[src/hdl/cpw_ram.sv]
// Generic single-write, single-read RAM with a registered read port.
module cpw_ram #(
    parameter int WIDTH = 8,
    parameter int DEPTH = 16
) (
    input  logic                                        clk,
    input  logic                                        we,
    input  logic [((DEPTH > 1) ? $clog2(DEPTH) : 1)-1:0] waddr,
    input  logic [WIDTH-1:0]                            wdata,
    input  logic                                        re,
    input  logic [((DEPTH > 1) ? $clog2(DEPTH) : 1)-1:0] raddr,
    output logic [WIDTH-1:0]                            rdata
);

    logic [WIDTH-1:0] mem [DEPTH];
    logic [WIDTH-1:0] rdata_reg;

    // Write port and registered read port.
    always_ff @(posedge clk)
    begin
        if (we)
        begin
            mem[waddr] <= wdata;
        end
        if (re)
        begin
            rdata_reg <= mem[raddr];
        end
    end

    assign rdata = rdata_reg;

endmodule

[config.mk]
export PLATFORM = sky130hd
export DESIGN_NAME = cpw_ram
export DESIGN_NICKNAME = d
export VERILOG_FILES = /design/src/hdl/cpw_ram.sv
export SDC_FILE = /design/constraint.sdc
export NUM_CORES = 1
export LEC_CHECK = 0
export ABC_AREA = 1
export BUFFER_PORTS_ARGS = -buffer_cell sky130_fd_sc_hd__buf_2
export CAP_MARGIN = 5
export CORE_MARGIN = 3
export CORE_UTILIZATION = 45
export DETAILED_ROUTE_END_ITERATION = 8
export GPL_TIMING_DRIVEN = 0
export PLACE_DENSITY = 0.65
export RECOVER_POWER = 25
export SYNTH_ARGS = -nofsm -noshare
export SYNTH_HDL_FRONTEND = slang
export SYNTH_SLANG_ARGS = --single-unit
[constraint.sdc]
create_clock -name clk -period 1.3 [get_ports clk]
set_input_delay 0.13 -clock clk [delete_from_list [all_inputs] [get_ports clk]]
set_output_delay 0.13 -clock clk [all_outputs]
set_load 0.01 [all_outputs]
# After elaboration in Yosys (flattened, before gate mapping)
# Memories as Yosys holds them, arrays and structs flattened. A register that Yosys moved wholly into a read port is not among the register bits.
# Index checks and enable logic that the tools add are counted.
# totals
ramBits	128
out_inout_bits	8
n_memories	1
input_bits	19
wordCells	3
register_bits	0
# op_classes
mux	2
# mem_list
memory	words	word_bits	rd	rd_ports_with_merged_regs	wr	line	text
mem	16	8	1	1	1	15	logic [WIDTH-1:0] mem [DEPTH];
# op_table
operator	n
$mux 1	2

# Depth between registers and ports, before layout
# Gate-level depths: netlist (run 1).
# depth
word_depth	2
depth_mapped	8
ltp_nobuf	7

# Least setup slack after synthesis (run 1)
# Ideal clock, no wire load.
# synth_timing
path_type	in2reg
from	input port waddr[2] in the netlist's numbering
to	memory mem[10][0] (enable)
slack_ps	219
required_time_ps	930
n_path_buf	0
setup_ps	370
path_stages	2
t_arrival_ps	711
path_cell_list	nand3b_1 > nor2_1
# synth_lines
item	line	text
start: declaration	8	input logic [((DEPTH > 1) ? $clog2(DEPTH) : 1)-1:0] waddr,
end: declaration	15	
# No word-level cell before the write port.

==> flow_summary.json, run 1 <==
{
  "critPathKind": "reg -> reg",
  "cp_slowest_cell": "edfxtp_1",
  "wl_per_cell_um": 18.0,
  "ys_ff_latch": 136,
  "slowest_delay_ps": 390,
  "holdPathEnd": "rdata[3]$_DFFE_PP_",
  "cts_tree": "done",
  "reg2reg_depth": 6,
  "setup_ws_ps": 112,
  "num_vias": 3816,
  "r2r-end": "rdata[1]$_DFFE_PP_",
  "max-cap-violations": 0,
  "fin_crit_sh_pct": 91.4,
  "slew_violations": 0,
  "hold_class": "in -> reg",
  "cts.sinks": 136,
  "fin_crit_ps": 1190,
  "insertion_delay_ps": 410,
  "fp.dieH_um": 120,
  "grt_remaining_overflow": 0,
  "via_per_inst": 4.92,
  "die-area_um2": 14400,
  "drt_iter0_markers": 452,
  "final_common_cell": "nand2_1",
  "status": "completed",
  "grt_max_degree": 17,
  "worst_hold_startpoint": "re",
  "hold_buffers": 0,
  "ant_nets": 0,
  "holdPathStages": 1,
  "finalSetupViolCount": 0,
  "power_density_nw_per_um2": 1510,
  "postCtsSetupBuffers": 0,
  "boundaryPins": 27,
  "remaining_drc_errors": 0,
  "first_global_vias": 3572,
  "crit_path_end_kind": "flip-flop",
  "worstMarginPinSlew_ps": 947,
  "cp_common_cell": "nand2_1",
  "crit_chain": "nand2_1, nand2_1, nand2_1, nand3_1, nand3_1, nand2_1",
  "fin_setup_tns_ps": 0,
  "use_met3_pct": 4.85,
  "grt_busiest_layer": "met2",
  "initial_utilization_pct": 46.1,
  "power.total_mw": 10.1,
  "r2r_slack_ps": 110,
  "pre_cts_ws_ps": -277,
  "p_leak_nw": 2.87,
  "diodes": 0,
  "area_delta_synth_final_pct": 15.1,
  "maxSlewHeadroom_pct": 36.9,
  "use_met1_pct": 28.6,
  "irDropWorstVdd_uv": 774,
  "clockRootBuffer": "clkbuf_16",
  "core_um2": 12700,
  "largest_reg_flops": 128,
  "grt_usage_pct": 20.4,
  "hold_viol_final": 0,
  "synthCells": 551,
  "cts.path.max_buffers": 2,
  "timing.fmax_mhz": 842,
  "syn_avg_cell_area_um2": 10.6,
  "cts_buffers": 17,
  "synth_cell_types": 11,
  "r2r_start": "mem[3][1]$_DFFE_PP_",
  "met2_usage_pct": 30.7,
  "required_ps": 1450,
  "htree_levels": 4,
  "routed_wl_mm": 14.0,
  "critPathMaxFanout": 1,
  "ctsResizeCount": 0,
  "core.rowCount": 41,
  "drive_above_1_share_pct": 11.6,
  "die_w_um": 120,
  "rsz0062_at_grt": "false",
  "drt-pass1-iter-count": 5,
  "holdWs_ps": 131,
  "place.gp.congestion": 0.867,
  "nets": 612,
  "yosys_warnings": 0,
  "hpwlAfterDp_mm": 9.18,
  "critPathLaunchType": "flip-flop",
  "final_cell_mix": "nand2_1, edfxtp_1, inv_1, nand3_1, buf_2",
  "clock_skew_ps": 6.20,
  "path_clk_slew_ps": 60,
  "grt_pass1_wl_mm": 21.0,
  "crit_arrival_ps": 1340,
  "synth-seq-area-share_pct": 69.8,
  "port-buffer-count": 23,
  "synth_nets": 570,
  "syn_area_um2": 5850,
  "antenna_found_initial": 0
}
[synth_stat cells, drive strengths merged]
cell	n	share of area (%)
nand2	173	11
edfxtp	136	70
inv	102	6.5
nand3	97	8.3
buf	24	2.8
nor2	17	1.1
nand3b	2	0.26
[report_power, final]
| group | switching, mW | internal, mW |
|---|---|---|
| logic | 0.457 | 0.181 |
| clock network | 1.74 | 2.79 |
| registers | 0.0220 | 4.94 |
| total | 2.22 | 7.92 |
[worst max-delay path by stage]
stage               slack [ps]                   end           startpoint
finish                     110    rdata[1]$_DFFE_PP_  mem[3][1]$_DFFE_PP_
global placement          -250   mem[4][4]$_DFFE_PP_             waddr[3]
CTS                        140    rdata[1]$_DFFE_PP_  mem[3][1]$_DFFE_PP_
detailed placement        -280   mem[5][1]$_DFFE_PP_             waddr[3]
global route                50   mem[5][4]$_DFFE_PP_             waddr[3]
floorplan                  220  mem[10][0]$_DFFE_PP_             waddr[2]
[layer usage]
layer	up-vias	wire [um]
li1	1861	-
met1	1775	6110
met2	161	6440
met3	19	1120
met4	0	289
met5	-	0
[logic make-up after synthesis]
kind of cell / count (synthesis) / synth area share [%]
buffers and inverters: 126 / 9.39
flip-flops: 136 / 69.8
AND/OR/NAND/NOR: 289 / 20.8
[stage by stage]
step                      util (%)  instance area, um^2  instances
after floorplan                  -                 5850        551
after global placement        48.8                 6180        746
after detailed placement      48.8                 6180        746
after CTS                     53.2                 6740        776
after global routing          53.1                 6730        776
final                         53.1                 6730        776
[layout make-up]
class                           instances  area (um^2)
Timing Repair Buffer                   23          106
Sequential cell                       136         4080
Clock inverter                         12          131
Clock buffer                           18          429
Buffer                                 24          166
Multi-Input combinational cell        289         1210
Inverter                              102          383
Fill cell                            1122         5940
Tap cell                              172          215
[worst max-delay path, delay by kind of cell, from the launching register on]
kind / cells / cell delay (ps)
flops: 1 / 390
simple gates: 6 / 540
No activity file was read; power rests on OpenSTA's default activity.
==> inputs of run 2 (changes only) <==
Settings changed: PLACE_DENSITY 0.65 to 0.59.
Clock period 1.3 ns to 1.4 ns, I/O delays scaled along.
==> run 2 against run 1 <==
- first-iteration DRC count is 39% lower
- final area is 1.1% higher
- total power is 1.3% lower
- register-to-register slack better by 90 ps
- die area stayed put
- critical path depth is 3 lower
- wire length is 5.9% higher
- flip-flop and latch count stayed put
- via count is 3.1% higher
- non-clock buffer count stayed put
- clock skew is 1.1 ps higher
- critical endpoint is now mem[4][6]$_DFFE_PP_
==> flow_summary.json, run 2 (synthesis gave the netlist of run 1 again) <==
{
  "status": "completed",
  "holdWs_ps": 173,
  "wl_per_cell_um": 19.0,
  "final_cells": 778,
  "critPathLaunchType": "primary input",
  "power_density_nw_per_um2": 1470,
  "remaining_drc_errors": 0,
  "routed_wl_mm": 14.8,
  "boundaryPins": 27,
  "final_cell_mix": "nand2_1, edfxtp_1, inv_1, nand3_1, buf_2",
  "design_area_um2": 6800,
  "ctsResizeCount": 0,
  "r2r_slack_ps": 200,
  "path_clk_slew_ps": 60,
  "reg2reg_depth": 6,
  "crit_path_end_kind": "flip-flop",
  "grt_remaining_overflow": 0,
  "place_area_um2": 6180,
  "die-area_um2": 14400,
  "largest_reg_flops": 128,
  "fin_crit_sh_pct": 86.9,
  "slowest_delay_ps": 760,
  "irDropWorstVdd_uv": 881,
  "ant_nets": 0,
  "use_met3_pct": 5.33,
  "setup_ws_ps": 183,
  "cp_slowest_cell": "nor2_1",
  "critPathKind": "in -> reg",
  "htree_levels": 4,
  "timing.fmax_mhz": 822,
  "final_common_cell": "nand2_1",
  "insertion_delay_ps": 430,
  "diodes": 0,
  "cts_tree": "done",
  "r2r-end": "rdata[5]$_DFFE_PP_",
  "grt_pass1_wl_mm": 22.7,
  "met2_usage_pct": 34.0,
  "port-buffer-count": 23,
  "grt_busiest_layer": "met2",
  "slew_violations": 0,
  "endpoint": "mem[4][6]$_DFFE_PP_",
  "fin_setup_tns_ps": 0,
  "nets": 612,
  "cp.depth": 3,
  "antenna_found_initial": 0,
  "worstMarginPinSlew_ps": 944,
  "initial_utilization_pct": 46.1,
  "num_vias": 3933,
  "first_global_vias": 3834,
  "hold_buffers": 0,
  "cts_buffers": 17,
  "core.rowCount": 41,
  "place.gp.congestion": 0.835,
  "crit_chain": "buf_2, nand3b_1, nor2_1",
  "drt-pass1-iter-count": 5,
  "post-route-util_pct": 53.7,
  "drt_iter0_markers": 274,
  "use_met1_pct": 29.5,
  "rsz0062_at_grt": "false",
  "die_w_um": 120,
  "hpwlAfterDp_mm": 9.61,
  "drive_above_1_share_pct": 11.9,
  "hold_viol_final": 0,
  "cts.path.max_buffers": 2,
  "pre_cts_ws_ps": -324,
  "finalSetupViolCount": 0,
  "critPathMaxFanout": 8,
  "cts.sinks": 136,
  "area_delta_synth_final_pct": 16.4,
  "via_per_inst": 5.06,
  "maxSlewHeadroom_pct": 36.8,
  "core_um2": 12700,
  "max-cap-violations": 0,
  "crit_arrival_ps": 1270,
  "r2r_start": "mem[11][5]$_DFFE_PP_",
  "postCtsSetupBuffers": 0,
  "grt_usage_pct": 22.0,
  "grt_max_degree": 17,
  "critPathBufInv": 1,
  "power.total_mw": 10.0,
  "cp-startpoint": "waddr[3]",
  "clock_skew_ps": 7.28,
  "fp.dieH_um": 120,
  "hold_class": "in -> reg",
  "path_delay_family": "simple AND/OR/NAND/NOR gates",
  "p_leak_nw": 2.91,
  "dp.cells": 746,
  "fin_crit_ps": 1220,
  "required_ps": 1450,
  "clockRootBuffer": "clkbuf_16"
}
[run 2: cell count changes in the layout (fill, tap and decap cells not counted)]
cell | before | now
buf_2 | 29 | 31
clkbuf_1 | 8 | 5
clkinv_1 | 0 | 3
bufinv_16 | 2 | 5
clkinv_4 | 3 | 1
clkinvlp_4 | 4 | 3
[run 2: how the worst min path moves through the flow]
stage / to / cells after the start / slack, ps / startpoint
after floorplan: mem[0][0]$_DFFE_PP_ / 0 / 240 / wdata[0]
after global placement: rdata[2]$_DFFE_PP_ / 1 / 500 / re
after detailed placement: rdata[3]$_DFFE_PP_ / 1 / 520 / re
after CTS: rdata[3]$_DFFE_PP_ / 1 / 70 / re
after global routing: mem[3][1]$_DFFE_PP_ / 1 / 160 / wdata[1]
final: mem[3][1]$_DFFE_PP_ / 1 / 170 / wdata[1]
[run 2: layout make-up]
class	count	area, um^2
Clock buffer	17	425
Inverter	102	383
Sequential cell	136	4080
Fill cell	1148	5870
Clock inverter	15	208
Multi-Input combinational cell	289	1210
Buffer	24	166
Timing Repair Buffer	23	109
Tap cell	172	215
[run 2: worst register-to-register path, stage by stage, from the launching register on]
cell and delay (ps):
edfxtp_1 370, inv_1 70, nand2_1 40, nand3_1 130, nand3_1 90, nand3_1 160, nand2_1 90
[run 2: power by group]
| part | leakage, nW | internal, mW | switching [mW] | total [mW] |
|---|---|---|---|---|
| logic | 1.38 | 0.169 | 0.437 | 0.606 |
| registers | 1.24 | 4.59 | 0.0206 | 4.61 |
| clock network | 0.301 | 3.13 | 1.66 | 4.79 |
| total | 2.91 | 7.88 | 2.12 | 10.0 |
[run 2: per-layer routing]
layer / share of wire [%] / wire (um)
met5: 0 / 0
met4: 2.7 / 396
met1: 43 / 6300
met3: 8.8 / 1300
met2: 46 / 6780
